File: src/rtl/mct_pkg.sv
// Shared types and constants for the mouse cursor tracker.
`timescale 1ns / 1ps
`default_nettype none
package mct_pkg;

	localparam int SIZE_BITS = 13;
	localparam int IDX_BITS  = 2;
	localparam int IN_W      = 16;

	localparam logic [SIZE_BITS-1:0] WIDTH_RESET  = 13'd800;
	localparam logic [SIZE_BITS-1:0] HEIGHT_RESET = 13'd480;

	localparam logic [IDX_BITS-1:0] REG_WIDTH  = 2'd0;
	localparam logic [IDX_BITS-1:0] REG_HEIGHT = 2'd1;

	typedef enum logic [2:0] {
		ACT_CONNECT    = 3'd0,
		ACT_DISCONNECT = 3'd1,
		ACT_PRESS      = 3'd2,
		ACT_RELEASE    = 3'd3,
		ACT_XMOVE      = 3'd4,
		ACT_YMOVE      = 3'd5,
		ACT_POLL       = 3'd6
	} act_t;

	typedef enum logic [2:0] {
		CONN_NONE = 3'b001,
		CONN_INIT = 3'b010,
		CONN_LIVE = 3'b100
	} conn_t;

	typedef enum logic [3:0] {
		PH_NONE = 4'b0001,
		PH_DOWN = 4'b0010,
		PH_MOVE = 4'b0100,
		PH_UP   = 4'b1000
	} phase_t;

	localparam logic [1:0] PCODE_NONE = 2'd0;
	localparam logic [1:0] PCODE_DOWN = 2'd1;
	localparam logic [1:0] PCODE_MOVE = 2'd2;
	localparam logic [1:0] PCODE_UP   = 2'd3;

	localparam logic [1:0] LINK_OTHER = 2'd0;
	localparam logic [1:0] LINK_INIT  = 2'd1;
	localparam logic [1:0] LINK_LIVE  = 2'd2;
	localparam logic [1:0] LINK_NONE  = 2'd3;

	function automatic logic [1:0] phase_code(input phase_t ph);
		logic [1:0] code;
		unique case (ph)
			PH_NONE: code = PCODE_NONE;
			PH_DOWN: code = PCODE_DOWN;
			PH_MOVE: code = PCODE_MOVE;
			PH_UP:   code = PCODE_UP;
			default: code = PCODE_NONE;
		endcase
		return code;
	endfunction

endpackage
`default_nettype wire

File: src/rtl/mct_clamp.sv
// Adds a signed byte delta to one coordinate and clamps it to the screen size.
`timescale 1ns / 1ps
`default_nettype none
module mct_clamp
	import mct_pkg::*;
#(
	parameter int COORD_BITS = 12
) (
	input  wire logic [COORD_BITS-1:0] cur,
	input  wire logic [7:0]            delta,
	input  wire logic [SIZE_BITS-1:0]  size,
	output logic      [COORD_BITS-1:0] res
);

	localparam int LIM_W = (COORD_BITS > SIZE_BITS) ? COORD_BITS : SIZE_BITS;
	localparam logic [LIM_W-1:0] CMAX = LIM_W'((32'd1 << COORD_BITS) - 32'd1);

	logic signed [COORD_BITS+1:0] sum;
	logic        [LIM_W-1:0]      sm1;
	logic        [COORD_BITS-1:0] top;

	always_comb begin
		sum = $signed({2'b00, cur}) + $signed({{(COORD_BITS-6){delta[7]}}, delta});
		if (size == '0) begin
			sm1 = '0;
		end else begin
			sm1 = LIM_W'(size) - LIM_W'(1);
		end
		// saturate the limit to the largest coordinate
		top = (sm1 > CMAX) ? CMAX[COORD_BITS-1:0] : sm1[COORD_BITS-1:0];
		if (sum[COORD_BITS+1]) begin
			res = '0;
		end else if (sum[COORD_BITS:0] > {1'b0, top}) begin
			res = top;
		end else begin
			res = sum[COORD_BITS-1:0];
		end
	end

endmodule
`default_nettype wire

File: src/rtl/mouse_cursor_tracker.sv
// Mouse cursor tracker: event stream in, poll reports out.
//
// Input beats on s_* carry one event each: action in s_tdata[2:0]
// (connect, disconnect, press, release, x move, y move, poll) and value in
// s_tdata[10:3]. Only a poll produces an output beat on m_*; every other
// event just updates the cursor, button mask or link state.
// The user writes screen size on the cfg port (index 0 width, 1 height)
// while the block is idle; the block does not enforce it. Other indexes
// are ignored. Events sit in the input register and are applied from there;
// an applied poll loads the result register, which drives m_tvalid. One
// event per cycle is accepted unless a poll waits for it; the single input
// register feeding the state update and result register sets that rate.
// When the receiver holds m_tready low with a report pending, non-poll
// events keep flowing; a second poll waits in the input register and
// s_tready drops until the pending report is taken.
// Reset clears the cursor to the origin, the button mask and phase, marks
// no device present, restores an 800 by 480 screen and empties both
// registers.
`timescale 1ns / 1ps
`default_nettype none
module mouse_cursor_tracker
	import mct_pkg::*;
#(
	parameter int COORD_BITS = 12
) (
	input  wire logic                 clk,
	input  wire logic                 arst_n,
	input  wire logic                 s_tvalid,
	output logic                      s_tready,
	// [2:0] action, [10:3] value, [15:11] zero
	input  wire logic [IN_W-1:0]      s_tdata,
	output logic                      m_tvalid,
	input  wire logic                 m_tready,
	// x_position, y_position, cursor_phase[1:0], window_refresh, link_code[1:0]
	output logic [((2*COORD_BITS+5+7)/8)*8-1:0] m_tdata,
	input  wire logic                 cfg_we,
	input  wire logic [IDX_BITS-1:0]  cfg_index,
	input  wire logic [SIZE_BITS-1:0] cfg_data
);

	localparam int OUT_BITS = 2*COORD_BITS + 5;
	localparam int OUT_W    = ((OUT_BITS + 7) / 8) * 8;

	logic [SIZE_BITS-1:0] width_q, height_q;

	logic      valid_s1;
	act_t      action_s1;
	logic [7:0] value_s1;

	logic [COORD_BITS-1:0] x_q, y_q, x_d, y_d, x_clamp, y_clamp;
	logic [7:0]            mask_q, mask_d;
	conn_t                 conn_q, conn_d;
	phase_t                phase_q, phase_d;
	logic                  moved_q, moved_d;

	logic                  out_valid_q;
	logic [COORD_BITS-1:0] ox_q, oy_q;
	logic [1:0]            ophase_q, olink_q, link_d;
	logic                  orefresh_q;

	logic       is_poll, adv, out_load, left;
	logic [7:0] dx, dy;

	always_ff @(posedge clk or negedge arst_n) begin
		if (!arst_n) begin
			width_q  <= WIDTH_RESET;
			height_q <= HEIGHT_RESET;
		end else if (cfg_we) begin
			unique case (cfg_index)
				REG_WIDTH:  width_q  <= cfg_data;
				REG_HEIGHT: height_q <= cfg_data;
				default: ;
			endcase
		end
	end

	assign is_poll  = valid_s1 && (action_s1 == ACT_POLL);
	// a poll may only apply once the result register is free
	assign adv      = valid_s1 && (!is_poll || !out_valid_q || m_tready);
	assign s_tready = !valid_s1 || adv;

	always_ff @(posedge clk or negedge arst_n) begin
		if (!arst_n) begin
			valid_s1 <= 1'b0;
		end else if (s_tready) begin
			valid_s1 <= s_tvalid;
		end
	end

	always_ff @(posedge clk) begin
		if (s_tready && s_tvalid) begin
			action_s1 <= act_t'(s_tdata[2:0]);
			value_s1  <= s_tdata[10:3];
		end
	end

	assign dx = (action_s1 == ACT_XMOVE) ? value_s1 : 8'd0;
	assign dy = (action_s1 == ACT_YMOVE) ? value_s1 : 8'd0;

	// both axes re-clamp on every move
	mct_clamp #(.COORD_BITS(COORD_BITS)) u_clamp_x (
		.cur   (x_q),
		.delta (dx),
		.size  (width_q),
		.res   (x_clamp)
	);

	mct_clamp #(.COORD_BITS(COORD_BITS)) u_clamp_y (
		.cur   (y_q),
		.delta (dy),
		.size  (height_q),
		.res   (y_clamp)
	);

	assign left = mask_q[0];

	always_comb begin
		x_d      = x_q;
		y_d      = y_q;
		mask_d   = mask_q;
		conn_d   = conn_q;
		phase_d  = phase_q;
		moved_d  = moved_q;
		link_d   = LINK_OTHER;
		out_load = 1'b0;
		if (adv) begin
			unique case (action_s1) inside
				ACT_CONNECT: conn_d = CONN_INIT;
				ACT_DISCONNECT: begin
					conn_d = CONN_NONE;
					mask_d = 8'd0;
				end
				ACT_PRESS:   mask_d = mask_q | value_s1;
				ACT_RELEASE: mask_d = mask_q & ~value_s1;
				ACT_XMOVE, ACT_YMOVE: begin
					x_d     = x_clamp;
					y_d     = y_clamp;
					moved_d = 1'b1;
				end
				ACT_POLL: begin
					out_load = 1'b1;
					moved_d  = 1'b0;
					unique case (conn_q)
						CONN_INIT: begin
							conn_d = CONN_LIVE;
							link_d = LINK_INIT;
						end
						CONN_LIVE: link_d = LINK_LIVE;
						CONN_NONE: link_d = LINK_NONE;
						default:   link_d = LINK_OTHER;
					endcase
					unique case (phase_q) inside
						PH_NONE: if (left)  phase_d = PH_DOWN;
						PH_DOWN, PH_MOVE: phase_d = left ? PH_MOVE : PH_UP;
						PH_UP:   if (!left) phase_d = PH_NONE;
						default: ;
					endcase
				end
				default: ;
			endcase
		end
	end

	always_ff @(posedge clk or negedge arst_n) begin
		if (!arst_n) begin
			x_q         <= '0;
			y_q         <= '0;
			mask_q      <= 8'd0;
			conn_q      <= CONN_NONE;
			phase_q     <= PH_NONE;
			moved_q     <= 1'b0;
			out_valid_q <= 1'b0;
		end else begin
			x_q     <= x_d;
			y_q     <= y_d;
			mask_q  <= mask_d;
			conn_q  <= conn_d;
			phase_q <= phase_d;
			moved_q <= moved_d;
			if (out_load) begin
				out_valid_q <= 1'b1;
			end else if (m_tready) begin
				out_valid_q <= 1'b0;
			end
		end
	end

	always_ff @(posedge clk) begin
		if (out_load) begin
			ox_q       <= x_q;
			oy_q       <= y_q;
			ophase_q   <= phase_code(phase_d);
			orefresh_q <= moved_q;
			olink_q    <= link_d;
		end
	end

	assign m_tvalid = out_valid_q;
	assign m_tdata  = OUT_W'({olink_q, orefresh_q, ophase_q, oy_q, ox_q});

endmodule
`default_nettype wire

File: config.mk
export PLATFORM = sky130hd
export DESIGN_NAME = mouse_cursor_tracker
export DESIGN_NICKNAME = d
export VERILOG_FILES = /design/src/rtl/mct_pkg.sv /design/src/rtl/mct_clamp.sv /design/src/rtl/mouse_cursor_tracker.sv
export SDC_FILE = /design/constraint.sdc
export NUM_CORES = 1
export LEC_CHECK = 0
export BUFFER_PORTS_ARGS = -buffer_cell sky130_fd_sc_hd__buf_2
export CAP_MARGIN = 20
export CORE_ASPECT_RATIO = 1.1
export CORE_MARGIN = 2
export CORE_UTILIZATION = 50
export DETAILED_ROUTE_END_ITERATION = 7
export HOLD_SLACK_MARGIN = 0.1
export PLACE_DENSITY = 0.69
export REMOVE_ABC_BUFFERS = 1
export SKIP_CTS_REPAIR_TIMING = 1
export SYNTH_ARGS = -nofsm -noshare
export SYNTH_HDL_FRONTEND = slang
export SYNTH_SLANG_ARGS = --single-unit
export TNS_END_PERCENT = 1
File: constraint.sdc
create_clock -name clk -period 6.39 [get_ports clk]
set_input_delay 0.3195 -clock clk [delete_from_list [all_inputs] [get_ports clk]]
set_output_delay 0.3195 -clock clk [all_outputs]
set_load 0.1 [all_outputs]
# Word-level counts from Yosys, hierarchy flattened
# Cells that the tools add are included.
# op_classes
muxes	26
mul	0
n_lt_le_gt_ge	4
div	0
bitwise	3
n_shift	0
add_sub_neg	4
reduce_logical	26
eq_ne	18
# op_table
op	n
$mux 12	6
$add 13x8->14	2
$gt 13x12->1	2
$gt 13x12->1 const B	2
$logic_not 13->1	2
$mux 13	2
$sub 13x1->13 const B	2
$pmux 8 s3	1
$mux 4	5
$mux 8	2
$eq 3x3->1 const B	4
$pmux 2 s3	2
$pmux 4 s3	1
$reduce_and 2->1	6
$eq 3x2->1 const B	3
$pmux 3 s3	1
$and 8x8->8	1
$eq 4x2->1 const B	2
$eq 4x3->1 const B	2
$eq 4x4->1 const B	2
$not 8->8	1
$or 8x8->8	1
$eq 3x1->1 const B	2
$reduce_bool 3->1	2
14 further kinds	25
# totals
reg_bits	108
mem_bits_ro	0
ram_bits	0
word_cells	98
output_inout_bits	34
n_memories	0
latchBits	0
in_bits	36

# Longest topological paths before layout
# Gate-level depths: netlist of the first run.
# depth
word_depth	9
mapped_depth	22
depth_no_buf	19

# Modules after synthesis
# Synthesis of the first run repeated with hierarchy kept, for this count alone.
# unflattened
hier_cells	627
hier_area_um2	6792.8
# by_module_without_submodules
module	instances	cells_each	area_per_inst_um2	seq_area_each_um2
mouse_cursor_tracker	1	253	3971.3	2738.9
mct_clamp (u_clamp_x)	1	189	1448.9	0.0
mct_clamp (u_clamp_y)	1	185	1372.6	0.0

# Least setup slack after synthesis of the first run
# OpenSTA, ideal clock, no wires.
# synth_path
path_kind	reg-to-reg
startpoint	register action_s1[1]
endpoint	register x_q[10]
n_path_buf	1
synth_period_minus_slack_ns	4.196
arrival_ns	4.074
slack_ns	2.194
path_stages_with_launch	18
t_required_ns	6.268
setup_time_ns	0.122
cell_sequence	edfxtp_1 -> buf_2 -> nor3b_2 -> and2_1 -> ha_1 -> inv_1 -> fa_1 -> nor2b_1 -> o2111ai_1 -> a31oi_1 -> mux2i_1 -> o2111ai_1 -> ha_1 -> a2111oi_0 -> o311ai_0 -> o311a_2 -> or3_1 -> a32o_1
# synth_between
elab_chain_len	7
elab_cells_between_ends	15
classes_between	add/sub (1); order compare (1); eq/ne (3); mux (3); reduce/logical (7)
# synth_rtl
element	line_no	rtl
from (decl)	mouse_cursor_tracker.sv:47	act_t action_s1;
from (signal assigned)	mouse_cursor_tracker.sv:92	action_s1 <= act_t'(s_tdata[2:0]);
parallel branches: the longest is 7 deep, another holds $add 13x8->14	--	
to (signal assigned)	mouse_cursor_tracker.sv:166	x_q <= '0;
to (signal assigned)	mouse_cursor_tracker.sv:174	x_q <= x_d;
to (decl)	mouse_cursor_tracker.sv:50	logic [COORD_BITS-1:0] x_q, y_q, x_d, y_d, x_clamp, y_clamp;
# Parallel ways; which one is timed is not known.
# A chain may end at the register's enable or synchronous reset.

# Worst setup path in the final report of the first run
# layout_path
startpoint	register action_s1[1]
endpoint	register x_q[1]
# The elaborated chain is that of the path after synthesis.

==> impl_results.md, run 1 <==
* Status: complete, no violations
* CP Buf/Inv Count at 2
* Clk buf depth at 2
* Drt pass-1 iters at 8
* Area leader, netlist: dfrtp_1
* Ranking of synthesized cells by area: dfrtp_1 (19%), edfxtp_1 (18%), ha_1 (9.6%)
* Commonest cells after routing, fill and taps aside: nand2_1 (68), buf_2 (61), ha_1 (52), dfrtp_1 (52), nor2_1 (45)
* CP delay by family, top: compound AO/OA/AOI/OAI gates
* Initial core utilization at 51.2%
* Metal-1 WL at 7160 µm
* Core area at 0.0132 mm²
* H-tree levels at 3
* Mux share of post-synthesis cell area at 5.57%
* Crit path time final at 5070 ps
* Xor and xnor fraction of the mapped netlist area at 4.81%
* Antenna diode count at 0
* Syn_area_per_cell at 9.70 µm²
* Synth unique cells at 75
* Initial antenna violation count at 0
* Synth Area in Adders at 10.4%
* FFs w/ async S/R, synth at 60.4%
* Via count at 5456
* RSZ-0062 raised after global routing: no
* CTS tree: done
* Yosys warns at 0
* Internal power at 1.50 mW
* Slowest stage delay, CP at 980 ps
* CP max FO at 9
* WHS at 136 ps
* CP Capture Type: flip-flop
* Reg power frac at 39.3%
* Fin crit share at 79.3%
* Post-DP HPWL at 11700 µm
* Gpl congestion at 0.885
* Number of port buffers at 61
* Seq/Total Area, Yosys at 40.5%
* Root Buffer: clkbuf_16
* Drt wl/cell at 17.0 µm
* Global-route wire length before repair at 25600 µm
* Critical-path top delay cell: o311ai_0
* CTS Sinks at 101
* Startpoint types: flip-flop
* Post-Syn Area at 0.00676 mm²
* Worst R2R Start: action_s1[1]$_DFFE_PP_
* EDFF count, synth at 40
* Leak Pwr at 3.19 nW
* Final hold viol count at 0
* Cts bufs inserted at 9
* Post-Synth Simple-Gate Area at 17.7%
* Maximum VDD drop at 144 µV
* Max-cap violations at 0
* Die height at 126 µm
* P&R area growth vs syn at 10.6%
* Largest family of logic cells by synthesized area: simple AND/OR/NAND/NOR gates
* #FFs+latches synth at 101
* Clk pwr share at 23.8%
* Highest metal used: met4
* Net Sw Frac at 36.9%
* Slew Limit Fails at 0
* Top Ports at 70
* Final setup violation count at 0
* Drt total wl at 15500 µm
* Slew margin rel. at 22.5%
* Worst-Skew Late Latency at 350 ps
* Yosys top cell area share at 19.3%
* Share of layout cells above drive strength 1 at 17.2%
* Crit-path cells: nor3b_2, and2_1, ha_1, inv_1, fa_1, nor2b_1, o2111ai_1, a31oi_1, mux2i_1, o2111ai_1, ha_1, nand4_1, o311ai_0, buf_4, nand3_1, a32o_1
* Clock-pin slew on the worst setup and hold paths at 70 ps
* Worst setup startpoint: action_s1[1]$_DFFE_PP_
* Critical path type: flip-flop to flip-flop
* Fmax at 197 MHz
* Post-synthesis compound-gate area fraction at 17.0%
* Logic pwr share at 36.8%
* P per Cell Area at 317 mW/mm²
* Met2 wire length at 7270 µm
* Sw Pwr at 875 µW
* Actual slew at the worst max-slew pin at 1150 ps
* Commonest non-fill, non-tap cell in the layout: nand2_1
* DR vias/cell at 5.99
* Final nets at 835
* Grt total ovfl at 0
* Largest net degree at the start of global routing at 62
* Crit path required time at 6640 ps
* Rows at 44
* Antenna-violating nets left at 0
* HP Class: input pin to async pin
* Die X at 115 µm
* DRC viols at 0
* Worst clock skew at 9.84 ps
* DR WL met3 at 841 µm
* Worst EP arrival at 5310 ps
* 1st-iter DRT viols at 465
* Post-synthesis instance total at 697
* Via count of the first global-routing pass at 5338
* Final setup TNS at 0 ps
* Gr usage total at 22.3%
* Die Area at 0.0145 mm²
* Main synth FF type: dfrtp_1
-- power by group through the flow --
stage               logic, mW  registers, mW  clock network [mW]
floorplan               0.636          0.948                   0
global placement        0.837          0.935                   0
detailed placement      0.862          0.944                   0
CTS                     0.870          0.932               0.582
global route            0.982          0.953               0.603
finish                  0.874          0.933               0.565
-- area by class of cell --
type,instances,area (µm²)
Tap cell,161,201
Inverter,36,135
Multi-Input combinational cell,533,3770
Clock buffer,13,262
Clock inverter,3,43.8
Fill cell,1187,5740
Sequential cell,101,2740
Timing Repair Buffer,64,328
-- state kept, by name, summed over array words and instances, names as in the netlist, 2 cells and up --
register / count
height_q: 13
width_q: 13
ox_q: 12
oy_q: 12
x_q: 12
y_q: 12
value_s1: 8
phase_q: 4
action_s1: 3
conn_q: 3
olink_q: 2
ophase_q: 2
-- synthesized netlist by cell type, types with 3 or more instances --
cell and number:
nand2_1 68, dfrtp_1 52, ha_1 52, nor2_1 45, a21oi_1 41, edfxtp_1 40, inv_1 34, o21ai_0 30
xnor2_1 29, mux2_2 25, nor3_1 25, and2_1 21, clkbuf_1 18, o31ai_1 16, nand2b_1 10, nand3_1 10
a21o_1 9, dfstp_2 9, a221oi_1 8, mux2i_1 8, nor2b_1 8, nor4_1 8, o211ai_1 8, o21a_1 8
a31oi_1 7, o22ai_1 7, nand3b_1 6, a211oi_1 5, nand4_1 5, xor2_1 5, buf_2 4, buf_4 4
nor4b_1 4, o2111ai_1 4, o21bai_1 4, or4_1 4, nor3b_1 3, o311ai_0 3, or2_2 3, or3_1 3
-- routing by layer --
metal,global-route usage (%),vias to the layer above
met1,30.2,2649
li1,-,2644
met5,0,-
met4,7.73,0
met3,4.28,15
met2,35.8,148
-- per-stage QoR --
stage,setup slack (ps),util (%),area (µm²),std cells,power [mW]
after detailed placement,1430,54.3,7170,895,1.81
final,1320,56.6,7480,911,2.37
after global routing,949,56.6,7480,911,2.54
after global placement,1500,54.3,7170,895,1.77
after CTS,1400,56.6,7480,911,2.38
after floorplan,1900,-,6640,670,1.58
-- worst reg2reg max path, stage by stage, from the launching register on --
cell	delay [ps]
edfxtp_1	540
nor3b_2	400
and2_1	190
ha_1	180
inv_1	60
fa_1	400
nor2b_1	170
o2111ai_1	150
a31oi_1	370
mux2i_1	230
o2111ai_1	160
ha_1	340
nand4_1	100
o311ai_0	980
buf_4	310
nand3_1	90
a32o_1	280
-- path summary, 6_finish.rpt --
| kind | to | slack (ps) | cells past startpoint |
|---|---|---|---|
| worst max register to register | x_q[1]$_DFFE_PN0P_ | 1320 | 16 |
| worst min register to register | orefresh_q$_DFFE_PP_ | 460 | 0 |
| max in group asynchronous | width_q[7]$_DFFE_PN0P_ | 5720 | 2 |
| worst max-delay path | x_q[1]$_DFFE_PN0P_ | 1320 | 16 |
| worst min-delay path | conn_q[2]$_DFFE_PN0P_ | 140 | 2 |
| min in group clk | value_s1[1]$_DFFE_PP_ | 140 | 1 |
-- cells by family after synthesis --
| logic type | count (synthesis) |
|---|---|
| other | 1 |
| adder cells (fa/ha/maj) | 55 |
| AO/OA/AOI/OAI | 172 |
| flip-flops | 101 |
| buffers and inverters | 65 |
| XOR/XNOR | 35 |
| multiplexers | 34 |
| AND/OR/NAND/NOR | 234 |
(Power assumes the default switching activity.)
==> inputs of run 2 (changes only) <==
clock period = 4.7 ns   (was 6.39 ns; I/O delays follow)
==> run 2 against run 1 <==
Compared with the run above:
- design area increased by 3.5%
- sequential share of layout area is 1.2 points lower
- wire length up 3.2%
- flip-flop and latch count unchanged
- maximum frequency increased by 14%
- utilization increased by 2.0 points
- cell count increased by 2.9%
- non-clock buffer count grew 26
- die area is the same
- largest cell class unchanged
==> impl_results.md, run 2 (same netlist as run 1, synthesis figures left out) <==
* Status: complete, no violations
* Finished Core Util at 58.6%
* RSZ-0062 raised after global routing: yes
* WHS at 63.6 ps
* Worst clock skew at 9.99 ps
* Share of layout cells above drive strength 1 at 19.3%
* Reg-to-reg slack, setup at 270 ps
* Drt total wl at 16000 µm
* Grt total ovfl at 0
* Global-route wire length before repair at 25800 µm
* Root Buffer: clkbuf_16
* R2R depth at 16
* Slew margin rel. at 33.2%
* Startpoint types: flip-flop
* CP max FO at 8
* DR vias/cell at 5.86
* HP Class: input pin to async pin
* Die height at 126 µm
* Fmax at 226 MHz
* Top Ports at 70
* Number of port buffers at 61
* Die Area at 0.0145 mm²
* Initial core utilization at 51.2%
* Via count of the first global-routing pass at 5271
* Clk buf depth at 2
* Cts bufs inserted at 9
* Maximum VDD drop at 220 µV
* Worst EP arrival at 4670 ps
* Gpl congestion at 0.863
* Core area at 0.0132 mm²
* Post-DP HPWL at 11900 µm
* Area after DPL at 0.00726 mm²
* Critical path type: flip-flop to flip-flop
* P&R area growth vs syn at 14.5%
* Max-cap violations at 0
* Crit path required time at 4940 ps
* Actual slew at the worst max-slew pin at 998 ps
* Fin crit share at 94.3%
* Drt wl/cell at 17.1 µm
* Final hold viol count at 0
* CTS tree: done
* Via count at 5492
* Rows at 44
* Worst-Skew Late Latency at 350 ps
* Crit path time final at 4430 ps
* Commonest cells after routing, fill and taps aside: nand2_1 (68), buf_2 (61), ha_1 (52), dfrtp_1 (52), nor2_1 (45)
* Largest registers: height_q: 13 flops, width_q: 13 flops
* Final setup violation count at 0
* Initial antenna violation count at 0
* Slew Limit Fails at 0
* Antenna diode count at 0
* Final nets at 861
* Leak Pwr at 3.33 nW
* Final setup margin at 269 ps
* Die X at 115 µm
* CTS Sinks at 101
* Post-route cell area at 0.00774 mm²
* Clock-pin slew on the worst setup and hold paths at 70 ps
* 1st-iter DRT viols at 398
* H-tree levels at 3
* DRC viols at 0
* Gr usage total at 22.5%
* Commonest non-fill, non-tap cell in the layout: nand2_1
* CP Capture Type: flip-flop
* Dpl ws at 180 ps
* Antenna-violating nets left at 0
* Largest net degree at the start of global routing at 62
* P per Cell Area at 428 mW/mm²
* Drt pass-1 iters at 5
-- run 2: cell count changes in the layout (fill, tap and decap cells not counted), moves of 2 or more --
cell	before	now
clkbuf_8	0	2
dlygate4sd3_1	0	12
buf_4	3	17
clkinv_2	0	2
clkbuf_1	3	1
-- run 2: critical path: stages (launching register included) --
cell and delay (ps):
edfxtp_1 470, nor3b_2 240, and2_1 160, ha_1 190
inv_1 60, fa_1 400, nor2b_1 210, o2111ai_1 160
a31oi_1 290, mux2i_1 220, o2111ai_1 160, ha_1 350
a2111oi_2 360, o311ai_1 190, o311a_2 230, or3_1 360
a32o_1 260
-- run 2: worst paths after layout --
kind / from / endpoint
setup / recovery: action_s1[1]$_DFFE_PP_ / x_q[10]$_DFFE_PN0P_
hold / removal: arst_n / y_q[8]$_DFFE_PN0P_
setup reg to reg: action_s1[1]$_DFFE_PP_ / x_q[10]$_DFFE_PN0P_
hold reg to reg: moved_q$_DFFE_PN0P_ / orefresh_q$_DFFE_PP_
max in group asynchronous: arst_n / height_q[10]$_DFFE_PN0P_
min in group clk: cfg_data[0] / width_q[0]$_DFFE_PN0P_
-- run 2: where the power goes --
group	leakage [nW]	internal (mW)	switching (mW)
logic	2.05	0.534	0.711
clock network	0.161	0.473	0.324
registers	1.12	1.09	0.177
total	3.33	2.10	1.21
-- run 2: cell type report --
cell class                 count  area (µm²)
inverter                      36         135
timing repair buffer          90         553
clock buffer                  13         282
clock inverter                 3        40.0
tap                          161         201
multi-input combinational    533        3790
fill                        1169        5470
sequential                   101        2740
-- run 2: metal layers --
metal,share of wire [%],GRT usage [%],vias to the layer above
li1,-,-,2710
met1,47,31.4,2628
met2,47,35.7,140
met3,4.6,4.19,14
met4,1.4,6.87,0
met5,0,0,-
-- run 2: stage by stage --
stage / setup TNS, ps / total power [mW] / cells
after floorplan: 0 / 2.15 / 670
after global placement: 0 / 2.43 / 907
after detailed placement: 0 / 2.48 / 907
after CTS: 0 / 3.29 / 923
after global routing: -64.0 / 3.53 / 937
final: 0 / 3.31 / 937
